<file path="src/hdl/sensor_word_crc8_frame_checker_unit_macros.svh">
// Assertion macros for the sensor word CRC-8 frame checker.
// Used by the top level; needs nothing else.
`ifndef SENSOR_WORD_CRC8_FRAME_CHECKER_UNIT_MACROS_SVH
`define SENSOR_WORD_CRC8_FRAME_CHECKER_UNIT_MACROS_SVH

// Same-cycle implication, disabled during reset.
`define SWC8_ASSERT_NOW(lbl, clk, rst, ante, cons, msg) \
  lbl: assert property (@(posedge clk) disable iff (rst) (ante) |-> (cons)) \
    else $error(msg);

// Next-cycle implication, disabled during reset.
`define SWC8_ASSERT_NEXT(lbl, clk, rst, ante, cons, msg) \
  lbl: assert property (@(posedge clk) disable iff (rst) (ante) |=> (cons)) \
    else $error(msg);

`endif

</file>
<file path="src/hdl/swc8fc_pkg.sv">
// Package for the sensor word CRC-8 frame checker: constants and the CRC byte update.
// No dependencies.
`default_nettype none

package swc8fc_pkg;

  localparam int          FRAME_WORDS_DEF = 2;
  localparam logic [7:0]  CRC_POLY        = 8'h31;
  localparam logic [7:0]  CRC_INIT        = 8'hFF;
  localparam int          IN_TDATA_W      = 8;
  localparam int          OUT_TDATA_W     = 40;

  // Byte phase within one word.
  typedef enum logic [1:0] {
    POS_HIGH = 2'd0,
    POS_LOW  = 2'd1,
    POS_CRC  = 2'd2
  } byte_pos_t;

  // MSB-first CRC-8 over one byte, no reflection.
  function automatic logic [7:0] crc8_byte(input logic [7:0] crc, input logic [7:0] b);
    logic [7:0] c;
    c = crc ^ b;
    for (int k = 0; k < 8; k++) begin
      if (c[7]) c = {c[6:0], 1'b0} ^ CRC_POLY;
      else      c = {c[6:0], 1'b0};
    end
    return c;
  endfunction

endpackage

`default_nettype wire

</file>
<file path="src/hdl/sensor_word_crc8_frame_checker_unit.sv">
// The result item appears on m_axis in the cycle after the CRC byte of the last word is taken.
// Throughput: one byte item per cycle while the input is not stalled; the CRC update is an unrolled eight-step
//   shift/xor between the input handshake and the state registers.
// Input stalls only when a result waits unread and the unit sits at the CRC byte of
//   the last word (a byte with frame_start set waits there too).
// Reset (rst, synchronous, active high): byte phase and word index to zero, CRC to 0xFF,
//   CRC flags cleared, no result pending.
`default_nettype none

`include "sensor_word_crc8_frame_checker_unit_macros.svh"

module sensor_word_crc8_frame_checker_unit #(
  parameter int FRAME_WORDS = swc8fc_pkg::FRAME_WORDS_DEF  // 1..8
) (
  input  wire logic                               clk,
  input  wire logic                               rst,
  // input items
  input  wire logic                               s_axis_tvalid,
  output logic                                    s_axis_tready,
  input  wire logic [swc8fc_pkg::IN_TDATA_W-1:0]  s_axis_tdata,  // [7:0] data_byte
  input  wire logic                               s_axis_tuser,  // frame_start
  // result items
  output logic                                    m_axis_tvalid,
  input  wire logic                               m_axis_tready,
  output logic [swc8fc_pkg::OUT_TDATA_W-1:0]      m_axis_tdata
  // m_axis_tdata: [15:0] co2_value, [31:16] tvoc_value, [32] co2_crc_good,
  //               [33] tvoc_crc_good, [34] frame_status, [39:35] zero
);

  import swc8fc_pkg::*;

  localparam int WIDX_W = (FRAME_WORDS > 1) ? $clog2(FRAME_WORDS) : 1;
  localparam logic [WIDX_W-1:0] LAST_WORD = WIDX_W'(FRAME_WORDS - 1);

  // ---------------------------------------------------------------- state
  byte_pos_t                byte_pos, byte_pos_next;
  logic [WIDX_W-1:0]        word_idx, word_idx_next;
  logic [7:0]               running_crc, running_crc_next;
  logic [15:0]              words [FRAME_WORDS];   // payload, written before it is read
  logic [FRAME_WORDS-1:0]   crc_flags, crc_flags_next;

  // ---------------------------------------------------------------- input side
  logic       in_fire;
  logic       out_free;
  logic       frame_done;
  byte_pos_t  cur_pos;      // phase after frame_start is applied
  logic [WIDX_W-1:0] cur_idx;
  logic [7:0] data_byte;
  logic       crc_match;

  assign data_byte = s_axis_tdata[7:0];
  assign out_free  = !m_axis_tvalid || m_axis_tready;

  // A byte that could close the frame waits only while a result is still unread.
  assign s_axis_tready = out_free || !((byte_pos == POS_CRC) && (word_idx == LAST_WORD));
  assign in_fire       = s_axis_tvalid && s_axis_tready;

  assign cur_pos   = s_axis_tuser ? POS_HIGH : byte_pos;
  assign cur_idx   = s_axis_tuser ? '0 : word_idx;
  assign crc_match = (running_crc == data_byte);

  always_comb begin
    byte_pos_next    = cur_pos;
    word_idx_next    = cur_idx;
    running_crc_next = running_crc;
    crc_flags_next   = crc_flags;
    frame_done       = 1'b0;
    unique case (cur_pos)
      POS_HIGH: begin
        running_crc_next = crc8_byte(CRC_INIT, data_byte);
        byte_pos_next    = POS_LOW;
      end
      POS_LOW: begin
        running_crc_next = crc8_byte(running_crc, data_byte);
        byte_pos_next    = POS_CRC;
      end
      POS_CRC: begin
        crc_flags_next[cur_idx] = crc_match;
        running_crc_next        = CRC_INIT;
        byte_pos_next           = POS_HIGH;
        if (cur_idx == LAST_WORD) begin
          word_idx_next = '0;
          frame_done    = 1'b1;
        end else begin
          word_idx_next = cur_idx + WIDX_W'(1);
        end
      end
      default: begin
        byte_pos_next = POS_HIGH;
      end
    endcase
  end

  always_ff @(posedge clk) begin
    if (rst) begin
      byte_pos    <= POS_HIGH;
      word_idx    <= '0;
      running_crc <= CRC_INIT;
      crc_flags   <= '0;
    end else if (in_fire) begin
      byte_pos    <= byte_pos_next;
      word_idx    <= word_idx_next;
      running_crc <= running_crc_next;
      crc_flags   <= crc_flags_next;
    end
  end

  // Word capture: high byte then low byte into the current slot.
  always_ff @(posedge clk) begin
    if (in_fire) begin
      if (cur_pos == POS_HIGH) words[cur_idx][15:8] <= data_byte;
      if (cur_pos == POS_LOW)  words[cur_idx][7:0]  <= data_byte;
    end
  end

  // ---------------------------------------------------------------- result
  logic [15:0] co2_value, tvoc_value;
  logic        co2_good, tvoc_good, frame_status;

  // The last word's low byte is already in words[] when its CRC byte arrives.
  assign co2_value    = words[0];
  assign co2_good     = crc_flags_next[0];
  assign frame_status = !(&crc_flags_next);

  generate
    if (FRAME_WORDS > 1) begin : g_two
      assign tvoc_value = words[1];
      assign tvoc_good  = crc_flags_next[1];
    end else begin : g_one
      assign tvoc_value = '0;
      assign tvoc_good  = 1'b0;
    end
  endgenerate

  always_ff @(posedge clk) begin
    if (rst) begin
      m_axis_tvalid <= 1'b0;
    end else if (in_fire && frame_done) begin
      m_axis_tvalid <= 1'b1;
    end else if (m_axis_tready) begin
      m_axis_tvalid <= 1'b0;
    end
  end

  always_ff @(posedge clk) begin
    if (in_fire && frame_done) begin
      m_axis_tdata <= {5'd0, frame_status, tvoc_good, co2_good, tvoc_value, co2_value};
    end
  end

  // ---------------------------------------------------------------- checks
  `SWC8_ASSERT_NOW(a_stall_only_when_full, clk, rst, !s_axis_tready,
    m_axis_tvalid && !m_axis_tready, "input stalled with result register free")
  `SWC8_ASSERT_NEXT(a_done_restarts, clk, rst, in_fire && frame_done,
    m_axis_tvalid && byte_pos == POS_HIGH && word_idx == '0,
    "frame completion did not post result and restart")
  `SWC8_ASSERT_NEXT(a_start_to_low, clk, rst, in_fire && s_axis_tuser,
    byte_pos == POS_LOW, "frame start byte not taken as high byte")
  `SWC8_ASSERT_NOW(a_status_covers_first, clk, rst, m_axis_tvalid,
    m_axis_tdata[34] || m_axis_tdata[32], "good status with bad first word")

endmodule

`default_nettype wire
</file>
<file path="config.mk">
export PLATFORM = sky130hd
export DESIGN_NAME = sensor_word_crc8_frame_checker_unit
export DESIGN_NICKNAME = d
export VERILOG_FILES = /design/src/hdl/swc8fc_pkg.sv /design/src/hdl/sensor_word_crc8_frame_checker_unit.sv
export VERILOG_INCLUDE_DIRS = /design/src /design/src/hdl
export SDC_FILE = /design/constraint.sdc
export NUM_CORES = 1
export LEC_CHECK = 0
export BUFFER_PORTS_ARGS = -buffer_cell sky130_fd_sc_hd__buf_4
export CAP_MARGIN = 30
export CELL_PAD_IN_SITES_DETAIL_PLACEMENT = 0
export CELL_PAD_IN_SITES_GLOBAL_PLACEMENT = 1
export CORE_MARGIN = 5
export CORE_UTILIZATION = 50
export CTS_BUF_LIST = sky130_fd_sc_hd__clkbuf_2
export DETAILED_ROUTE_END_ITERATION = 12
export PLACE_DENSITY_LB_ADDON = 0.1
export SYNTH_ARGS = -nofsm -noshare
export SYNTH_HDL_FRONTEND = slang
export SYNTH_SLANG_ARGS = --single-unit
</file>
<file path="constraint.sdc">
create_clock -name clk -period 3.8 [get_ports clk]
set_input_delay 0.19 -clock clk [delete_from_list [all_inputs] [get_ports clk]]
set_output_delay 0.19 -clock clk [all_outputs]
set_load 0.005 [all_outputs]
</file>
==> summary.txt, run 1 <==
Timing
  – Slew @ Worst Pin: 0.913 ns
  – Setup slack after layout: 1.70 ns
  – Final worst-path cycle share: 0.552
  – Worst Skew: 0.0205 ns
  – Final slew viol count: 0
  – Min Tclk post-route: 2.10 ns
  – RSZ-0062 raised after global routing: no
  – Fmax: 477 MHz
  – Final setup vio count: 0
  – Slew headroom: 0.389
  – Final hold vios: 0
  – Setup TNS: 0 ns

Setup path
  – Setup crit start: byte_pos[0]
  – CP bufs+invs: 1
  – Critical R2R Launch: byte_pos[0]
  – Critical path class: reg -> reg
  – Worst reg2reg endpoint: words[1][6]
  – CP max stage cell: nor2_1
  – CP startpoint kind: flop
  – CP arrival: approximately 2.3 ns
  – Crit-path max cell delay: about 0.60 ns
  – CP required: 3.97 ns
  – CP top delay family: simple AND/OR/NAND/NOR gates
  – Crit end category: flop
  – Crit-path max FO: 9
  – CP Cell Sequence: nand2b_1, inv_1, ha_1, nand2_1, nor2_1
  – R2R Setup Slk: roughly 1.7 ns
  – R2R depth: 5

Clock network
  – Clock latency on the worst-skew pair: 0.52 ns
  – Post-CTS sizing: 0
  – Num CTS Buffers: 9
  – Max clock buf depth: 2
  – Post-CTS Setup Bufs: 0
  – H-tree depth: 3
  – CTS tree: yes
  – TritonCTS Sinks: 81
  – Reg clk slew, reported paths: 0.23 ns
  – CTS Root Cell: clkbuf_2

Cells and area
  – Ant. Diodes: 0
  – P&R area growth vs syn: 21.3%
  – Fin nets: 297
  – Layout cell share with drive strength beyond 1: 0.283
  – Final Cell Area: 0.00392 mm2
  – Final non-filler cell total: 360

Synth
  – Post-synth top flop: edfxtp_1
  – Distinct cell type count after synthesis: 33
  – Post-Synthesis Cell Area: about 0.0032 mm2
  – EDFF count, synth: 67
  – Post-synthesis sequential area ratio: 0.709
  – Register bit total from synthesis: 81
  – Post-Synthesis Cells: 211
  – Yosys warns: 0
  – Synth async-reset ratio: 0
  – Post-synthesis area per instance: 15.3 um2

Power
  – Logic gate share of total power: 0.126
  – Peak VDD IR: around 250 uV
  – Leak Pwr: 1.49 nW
  – Pint: 1.31 mW
  – Sw Ratio: 0.250
  – Clock power frac: 0.306
  – PD cells: 446 mW/mm2
  – Net switching power: around 0.44 mW
  – Flop pwr share: 0.568

Placed design
  – DP Area: roughly 0.0037 mm2
  – Placed instance count: about 330
  – Final HPWL DP: 3.94 mm
  – Routability cong.: slightly below 0.8
  – I/O Buffers: 49
  – Setup WS pre-CTS: 1.71 ns

Detailed routing
  – Via density: roughly 5
  – Vias after detailed routing: 1,822
  – 1st-iter DRT viols: 90
  – DRC violations left: 0
  – First-pass DRT Iterations: 4
  – WL final: 5.83 mm
  – Drt wl/cell: 16.2 um
  – ANT nets after route: 0

GRT
  – Largest net degree at the start of global routing: 36
  – Vias in the first global route: 1,721
  – Initial antenna violation count: 0
  – Total track usage: 0.149
  – First-pass GRT wire length: 9.31 mm
  – Overflow after GRT: 0

Floorplanning
  – Initial Utilization: 0.512
  – Chip height: 90.4 um
  – Die W: 90.4 um
  – Core area: approximately 0.0063 mm2
  – I/O pins: between 50 and 60
  – Row count: 29
  – Die footprint: 0.00818 mm2

Min path
  – Hold Path Cell Cnt: 5
  – Hold path startpoint: m_axis_tready
  – Hold Crit Class: in -> reg
  – Hold Path End: crc_flags[0]

Status
  – Outcome: completed

Run
  – Maxcap violations: 0
==> area by class of cell <==
type                            count  area, um2
Multi-Input combinational cell    118        871
Tap cell                           77       96.3
Inverter                            6       22.5
Timing Repair Buffer               62        495
Clock inverter                      7        101
Sequential cell                    81       2290
Clock buffer                        9       45.0
Fill cell                         498       2390
==> power by group through the flow <==
stage,logic [mW],clock network [mW],registers [mW]
3_3_place_gp,0.211,0,1.01
2_1_floorplan,0.167,0,1.01
5_1_grt,0.242,0.585,0.996
6_report,0.220,0.536,0.993
4_1_cts,0.222,0.549,0.994
3_5_place_dp,0.210,0,1.01
==> cells in the mapped netlist (2+ instances only) <==
| cell type | number | area (um2) |
|---|---|---|
| nand2b_1 | 4 | 25.0 |
| nor2_1 | 16 | 60.1 |
| xnor2_2 | 2 | 32.5 |
| nor3_1 | 2 | 10.0 |
| buf_2 | 3 | 15.0 |
| o41ai_2 | 2 | 32.5 |
| nand4_1 | 2 | 12.5 |
| edfxtp_1 | 67 | 2010 |
| or2_2 | 2 | 12.5 |
| xor2_1 | 7 | 61.3 |
| buf_4 | 6 | 45.0 |
| ha_1 | 6 | 75.1 |
| o31ai_1 | 6 | 45.0 |
| xnor2_1 | 22 | 193 |
| inv_2 | 2 | 7.51 |
| inv_1 | 4 | 15.0 |
| dfxtp_1 | 14 | 280 |
| nand2_1 | 8 | 30.0 |
| o31ai_2 | 3 | 37.5 |
| a21oi_1 | 20 | 100 |
==> layer usage <==
layer  part of all wire  GRT usage  routed length, um  vias up
li1                   -          -                  -      889
met1               0.45      0.200               2630      871
met2               0.48      0.224               2780       56
met3              0.065     0.0433                379        6
met4             0.0079     0.0633                 46        0
met5                  0          0                  0        -
==> tightest hold or removal path, stage by stage <==
cell and delay, ns:
buf_4 0.07, nand2b_1 0.14, o31ai_2 0.13, nor2_1 0.10, nor3_1 0.05
==> registers in the layout (all words and copies together), names as in the netlist <==
name / cells
words: 32
crc_flags: 2
byte_pos: 2
m_axis_tdata: 35
running_crc: 8
word_idx: 1
m_axis_tvalid: 1
==> stage by stage <==
stage | hold slack (ns) | utilization | total power, mW
2_1_floorplan | 0.288 | - | 1.18
3_3_place_gp | 0.404 | 0.579 | 1.22
3_5_place_dp | 0.405 | 0.579 | 1.22
4_1_cts | 0.161 | 0.621 | 1.76
5_1_grt | 0.190 | 0.621 | 1.82
6_report | 0.186 | 0.621 | 1.75
==> kinds of logic after synthesis <==
kind of cell | synth area share
AO/OA/AOI/OAI | 0.0723
XOR/XNOR | 0.111
buffers and inverters | 0.0267
flip-flops | 0.709
adder cells (fa/ha/maj) | 0.0232
other | 0.00116
AND/OR/NAND/NOR | 0.0542
multiplexers | 0.00309
==> cells in the final DEF, fill, tap and decap left out, drive strengths merged, types with 2 or more instances in the layout <==
cell type    instances
dlygate4sd3         12
bufinv               2
xnor3                2
o41ai                2
nand2b               4
edfxtp              67
ha                   6
o21ai                2
xor2                 7
nor3                 2
buf                 50
or2                  3
clkinvlp             2
clkbuf               9
a21oi               20
o31ai                9
xnor2               24
nand4                2
conb                 5
nand2                9
nor2                16
inv                  8
dfxtp               14
==> how the worst max path moves through the flow <==
| stage | cells past startpoint | slack [ns] | end |
|---|---|---|---|
| floorplan | 6 | 1.83 | m_axis_tdata[0] |
| global placement | 6 | 1.78 | words[1][1] |
| detailed placement | 6 | 1.71 | words[1][4] |
| CTS | 5 | 1.68 | words[1][6] |
| global route | 5 | 1.55 | words[1][5] |
| finish | 5 | 1.70 | words[1][6] |
==> timing repair <==
item | in CTS | in global routing
setup endpoints to repair | 0 | 0
hold buffers | 12 | 0
endpoints found under the hold margin | 46 | 0
Power figures use the tool's default switching activity.
==> run 2: changes to the inputs <==
--- a/config.mk
+++ b/config.mk
@@ -11,7 +11,7 @@
 export CELL_PAD_IN_SITES_DETAIL_PLACEMENT = 0
 export CELL_PAD_IN_SITES_GLOBAL_PLACEMENT = 1
 export CORE_MARGIN = 5
-export CORE_UTILIZATION = 50
+export CORE_UTILIZATION = 43
 export CTS_BUF_LIST = sky130_fd_sc_hd__clkbuf_2
 export DETAILED_ROUTE_END_ITERATION = 12
 export PLACE_DENSITY_LB_ADDON = 0.1
==> constraint.sdc (replaced) <==
create_clock -name clk -period 1.8 [get_ports clk]
set_input_delay 0.09 -clock clk [delete_from_list [all_inputs] [get_ports clk]]
set_output_delay 0.09 -clock clk [all_outputs]
set_load 0.005 [all_outputs]
==> run 2 against run 1 <==
  * Clock-buffer cell count did not move
  * Worst setup slack got worse by 1.7 ns
  * Sequential share of layout area is 3.1 points lower
  * Power increased by 98%
  * Fmax grew 20%
  * Non-clock buffer count is 19 higher
  * Register-to-register slack got worse by 1.7 ns
  * Die area grew 14%
  * Utilization down 5.2 points
  * Clock skew increased by 0.0044 ns
  * Largest power group unchanged
==> summary.txt, run 2 (synthesized netlist as in run 1, its figures left out) <==
GRT
  – Initial antenna violation count: 0 (unchanged)
  – Largest net degree at the start of global routing: 36 (unchanged)
  – Total track usage: 0.131 (-0.0174)
  – Vias in the first global route: 1,800 (+4.6%)
  – Overflow after GRT: 0 (unchanged)
  – First-pass GRT wire length: 9.64 mm (+3.6%)

Power
  – Peak VDD IR: 330 uV (+33%)
  – Tot Pwr: 3.47 mW (+98%)
  – Leak Pwr: 1.63 nW (+9.0%)
  – PD cells: 836 mW/mm2 (+87%)

Timing
  – Worst Skew: 0.0249 ns (+0.00440 ns)
  – Final slew viol count: 0 (unchanged)
  – Final hold vios: 0 (unchanged)
  – Fmax: 571 MHz (+20%)
  – Slew @ Worst Pin: 0.703 ns (-0.210 ns)
  – Min Hold Slack: 0.145 ns (-0.0410 ns)
  – Min Tclk post-route: 1.75 ns (-0.346 ns)
  – Final worst-path cycle share: 0.972 (+0.421)
  – Final setup vio count: 0 (unchanged)
  – Slew headroom: 0.530 (+0.141)

Clock network
  – Clock latency on the worst-skew pair: 0.51 ns (about the same)
  – TritonCTS Sinks: 81 (unchanged)
  – Max clock buf depth: 2 (unchanged)
  – Num CTS Buffers: 9 (unchanged)
  – CTS tree: yes
  – Reg clk slew, reported paths: 0.22 ns (about the same)
  – H-tree depth: 3 (unchanged)
  – CTS Root Cell: clkbuf_2

Status
  – Outcome: completed

Cells and area
  – Ant. Diodes: 0 (unchanged)
  – Layout cell share with drive strength beyond 1: 0.377 (+0.0948)
  – Most frequent cells in the layout: buf_4, edfxtp_1, xnor2_1, a21oi_1, nor2_1
  – Finished Core Util: 0.570 (-0.0516)
  – Commonest non-fill, non-tap cell in the layout: buf_4
  – Fin nets: 316 (+6.4%)
  – Max reg flops: 35 (unchanged)
  – Final non-filler cell total: 401 (+11%)
  – Final Cell Area: 0.00416 mm2 (+5.9%)
  – Biggest register: m_axis_tdata
  – Top Registers: m_axis_tdata (35), words (32), running_crc (8)
  – P&R area growth vs syn: 28.5%

Detailed routing
  – Vias after detailed routing: 1,888 (+3.6%)
  – First-pass DRT Iterations: 4 (unchanged)
  – Met3 WL: 347 um (-8.4%)
  – ANT nets after route: 0 (unchanged)
  – Met2 routed WL: 2.88 mm (+3.7%)
  – Via density: 4.71 (-7.0%)
  – 1st-iter DRT viols: 44 (-51%)
  – DRC violations left: 0 (unchanged)
  – M1 WL: 2.91 mm (+11%)
  – Top sig layer: met4
  – WL final: 6.26 mm (+7.3%)
  – Drt wl/cell: 15.6 um (-3.7%)

Setup path
  – CP max stage cell: dfxtp_2
  – Critical path class: reg -> reg
  – Crit-path max FO: 17 (+8)
  – Crit end category: flop
  – CP bufs+invs: 3 (+2)
  – CP top delay family: simple AND/OR/NAND/NOR gates
  – Crit-path max cell delay: 0.39 ns (-0.21 ns)
  – CP startpoint kind: flop
  – CP arrival: 2.04 ns (-0.22 ns)
  – CP required: 2.09 ns (-1.88 ns)
  – CP Cell Sequence: nand2_2, or3_4, and2_4, buf_4, nand2_4, clkinvlp_4, clkbuf_16

Floorplanning
  – Core area: 0.00729 mm2 (+15%)
  – Die W: 96.7 um (+7.0%)
  – Row count: 31 (+6.9%)
  – Chip height: 96.7 um (+7.0%)
  – Die footprint: 0.00936 mm2 (+14%)
  – Initial Utilization: 0.444 (-0.0687)
  – I/O pins: 55 (unchanged)

Placed design
  – I/O Buffers: 49 (unchanged)
  – Final HPWL DP: 4.10 mm (+4.0%)
  – Placed instance count: 371 (+12%)
  – DP Area: 0.00385 mm2 (+5.4%)
  – Routability cong.: 0.740 (-6.1%)

Run
  – Maxcap violations: 0 (unchanged)

Min path
  – Hold Crit Class: in -> reg
-- run 2: final cells by class --
cell class | instances | area (um2)
fillers | 619 | 3140
flip-flops and latches | 81 | 2300
multi-input cells | 118 | 943
repair buffers | 81 | 666
well taps | 99 | 124
clock inverters | 7 | 53.8
clock buffers | 9 | 45.0
inverters | 6 | 26.3
-- run 2: per-layer routing --
| metal | vias to the layer above | global-route usage |
|---|---|---|
| li1 | 926 | - |
| met1 | 902 | 0.171 |
| met2 | 52 | 0.202 |
| met3 | 8 | 0.0475 |
| met4 | 0 | 0.0464 |
| met5 | - | 0 |
-- run 2: power by group --
group / internal (mW) / switching (mW) / leakage (nW)
registers: 2.07 / 0.0312 / 0.729
logic: 0.267 / 0.252 / 0.842
clock network: 0.193 / 0.659 / 0.0553
-- run 2: worst register-to-register path: cells and delay by family (launching register included) --
kind / cells / cell delay, ns
and+or+nand+nor: 4 / 0.64
buffers and inverters: 3 / 0.51
DFF: 1 / 0.39
-- run 2: worst paths after layout --
path,endpoint,from,slack (ns),depth (start not counted)
setup / recovery,m_axis_tdata[34],word_idx,0.05,7
hold / removal,byte_pos[0],s_axis_tuser,0.15,5
setup reg to reg,m_axis_tdata[34],word_idx,0.05,7
hold reg to reg,m_axis_tdata[18],words[1][2],0.44,0
-- run 2: repair_timing --
action | CTS | global route
hold endpoints to repair | 46 | 0
setup endpoints to repair | 0 | 32
setup buffers | 0 | 2
resized for setup | 0 | 9
hold buffers | 11 | 0
-- run 2: stage by stage --
step | setup TNS (ns) | worst slack, ns
3_3_place_gp | 0 | 0.0731
4_1_cts | 0 | 0.0149
6_report | 0 | 0.0501
2_1_floorplan | -1.40 | -0.0400
5_1_grt | -0.0853 | -0.0358
3_5_place_dp | 0 | 0.0428
==> run 3: changes to the inputs <==
--- a/config.mk
+++ b/config.mk
@@ -6,10 +6,11 @@
 export SDC_FILE = /design/constraint.sdc
 export NUM_CORES = 1
 export LEC_CHECK = 0
-export BUFFER_PORTS_ARGS = -buffer_cell sky130_fd_sc_hd__buf_4
+export BUFFER_PORTS_ARGS = -buffer_cell sky130_fd_sc_hd__buf_2
 export CAP_MARGIN = 30
 export CELL_PAD_IN_SITES_DETAIL_PLACEMENT = 0
 export CELL_PAD_IN_SITES_GLOBAL_PLACEMENT = 1
+export CORE_ASPECT_RATIO = 0.9
 export CORE_MARGIN = 5
 export CORE_UTILIZATION = 43
 export CTS_BUF_LIST = sky130_fd_sc_hd__clkbuf_2
@@ -18,3 +19,4 @@
 export SYNTH_ARGS = -nofsm -noshare
 export SYNTH_HDL_FRONTEND = slang
 export SYNTH_SLANG_ARGS = --single-unit
+export TNS_END_PERCENT = 5
==> run 3 against run 2 <==
  * Sequential cell count did not move
  * Final area down 3.7%
  * Critical path type unchanged
  * Worst hold slack gained 0.0012 ns
  * Clock skew rose by 0.0039 ns
  * Largest cell class unchanged
==> summary.txt, run 3 (synthesized netlist as in run 1, its figures left out) <==
Status
  – Outcome: completed

GRT
  – Largest net degree at the start of global routing: 31 (-14%)
  – Vias in the first global route: 1,819 (+1.1%)
  – Initial antenna violation count: 0 (unchanged)
  – Total track usage: 0.136 (+0.00466)
  – Overflow after GRT: 0 (unchanged)
  – First-pass GRT wire length: 9.50 mm (-1.4%)

Clock network
  – CTS Root Cell: clkbuf_2
  – Reg clk slew, reported paths: 0.24 ns (+0.02 ns)
  – Max clock buf depth: 2 (unchanged)
  – Num CTS Buffers: 9 (unchanged)
  – Clock latency on the worst-skew pair: 0.52 ns (about the same)
  – H-tree depth: 3 (unchanged)
  – CTS tree: yes
  – TritonCTS Sinks: 81 (unchanged)

Floorplanning
  – Die footprint: 0.00936 mm2 (about the same)
  – Chip height: 92.3 um (-4.6%)
  – Core area: 0.00743 mm2 (+1.9%)
  – I/O pins: 55 (unchanged)
  – Row count: 30 (-3.2%)
  – Die W: 101 um (+4.8%)
  – Initial Utilization: 0.435 (-0.00836)

Setup path
  – R2R depth: 4 (-3)
  – Critical R2R Launch: running_crc[7]
  – Crit end category: flop
  – R2R Setup Slk: 0.12 ns (+0.07 ns)
  – CP arrival: 1.96 ns (-0.08 ns)
  – Critical path class: reg -> reg
  – CP startpoint kind: flop
  – Crit-path max FO: 4 (-13)
  – CP required: 2.09 ns (about the same)
  – Worst reg2reg endpoint: m_axis_tdata[34]

Cells and area
  – Biggest register: m_axis_tdata
  – Top Registers: m_axis_tdata (35), words (32), running_crc (8)
  – Commonest non-fill, non-tap cell in the layout: edfxtp_1
  – P&R area growth vs syn: 23.7%
  – Most frequent cells in the layout: edfxtp_1, buf_2, xnor2_1, a21oi_1
  – Layout cell share with drive strength beyond 1: 0.366 (-0.0117)
  – Fin nets: 312 (-1.3%)
  – Number of fill cells: 644 (+4.0%)
  – Final non-filler cell total: 394 (-1.7%)
  – Final Cell Area: 0.00400 mm2 (-3.7%)
  – Finished Core Util: 0.538 (-0.0316)
  – Ant. Diodes: 0 (unchanged)
  – Max reg flops: 35 (unchanged)

Detailed routing
  – DRC violations left: 0 (unchanged)
  – WL final: 5.79 mm (-7.6%)
  – Vias after detailed routing: 1,829 (-3.1%)
  – Drt wl/cell: 14.7 um (-5.9%)
  – 1st-iter DRT viols: 80 (+82%)
  – ANT nets after route: 0 (unchanged)
  – Via density: 4.64 (-1.4%)
  – First-pass DRT Iterations: 4 (unchanged)

Placed design
  – DP Area: 0.00372 mm2 (-3.5%)
  – I/O Buffers: 49 (unchanged)
  – Placed instance count: 367 (-1.1%)
  – Final HPWL DP: 4.15 mm (+1.4%)
  – Routability cong.: 0.812 (+9.7%)

Power
  – PD cells: 939 mW/mm2 (+12%)
  – Leak Pwr: 1.55 nW (-4.6%)
  – Clock power frac: 0.310 (+0.065)
  – Net switching power: 0.952 mW (+0.98%)
  – Sw Ratio: 0.253 (-0.0180)
  – Logic gate share of total power: 0.131 (-0.019)
  – Peak VDD IR: 390 uV (+18%)
  – Flop pwr share: 0.558 (-0.047)
  – Pint: 2.80 mW (+11%)

Timing
  – Final setup vio count: 0 (unchanged)
  – Min Tclk post-route: 1.68 ns (-0.0740 ns)
  – Worst Skew: 0.0288 ns (+0.00395 ns)
  – Final hold vios: 0 (unchanged)
  – Final slew viol count: 0 (unchanged)
  – Fmax: 597 MHz (+4.4%)
  – RSZ-0062 raised after global routing: yes
  – Final worst-path cycle share: 0.931 (-0.0411)

Min path
  – Hold Path Cell Cnt: 3 (-2)
  – Hold Crit Class: in -> reg
  – Hold path startpoint: s_axis_tuser
  – Hold Path End: m_axis_tdata[33]

Run
  – Maxcap violations: 0 (unchanged)
-- run 3: layer usage --
metal / up-vias / track usage / share of wire
li1: 916 / - / -
met1: 867 / 0.177 / 0.46
met2: 39 / 0.215 / 0.48
met3: 7 / 0.0411 / 0.051
met4: 0 / 0.0465 / 0.011
met5: - / 0 / 0
-- run 3: metrics by stage --
stage	hold slack [ns]	worst slack, ns	TNS, ns	total power, mW
2_1_floorplan	0.188	-0.0400	-1.40	2.49
3_3_place_gp	0.353	0.111	0	2.61
3_5_place_dp	0.343	0.113	0	2.61
4_1_cts	0.0899	0.0559	0	3.81
5_1_grt	0.140	-0.0342	-0.0700	3.93
6_report	0.147	0.124	0	3.76
-- run 3: worst max path at each step --
| stage | from | endpoint | slack [ns] | cells after the start |
|---|---|---|---|---|
| 2_1_floorplan | word_idx | m_axis_tdata[0] | -0.04 | 5 |
| 3_3_place_gp | running_crc[4] | running_crc[1] | 0.11 | 5 |
| 3_5_place_dp | running_crc[4] | running_crc[6] | 0.11 | 5 |
| 4_1_cts | running_crc[4] | running_crc[1] | 0.06 | 5 |
| 5_1_grt | running_crc[4] | running_crc[6] | -0.03 | 5 |
| 6_report | running_crc[7] | m_axis_tdata[34] | 0.12 | 4 |
-- run 3: area by class of cell --
cell class	count	area [um2]	share of cell area
tap	96	120	0.0300
inverter	6	26.3	0.00657
timing repair buffer	77	495	0.124
sequential	81	2300	0.574
multi-input combinational	118	906	0.226
clock buffer	9	45.0	0.0113
clock inverter	7	110	0.0275
-- run 3: critical path, cell delays in order, from the launching register on --
cell and delay (ns):
dfxtp_1 0.41, xnor2_2 0.27, nand4_1 0.23, o41ai_2 0.42, nand2_1 0.10
-- run 3: power groups by stage --
stage          clock (mW)  combinational (mW)  sequential (mW)
3_3_place_gp            0               0.474             2.14
5_1_grt              1.28               0.547             2.10
3_5_place_dp            0               0.469             2.14
2_1_floorplan           0               0.355             2.13
6_report             1.17               0.493             2.10
4_1_cts              1.21               0.495             2.10
-- run 3: what timing repair did --
| item | CTS | global route |
|---|---|---|
| hold buffers | 11 | 0 |
| hold endpoints to repair | 46 | 0 |
| endpoints found under the setup margin | 0 | 8 |
| resized for setup | 0 | 3 |
| buffers inserted | 0 | 0 |
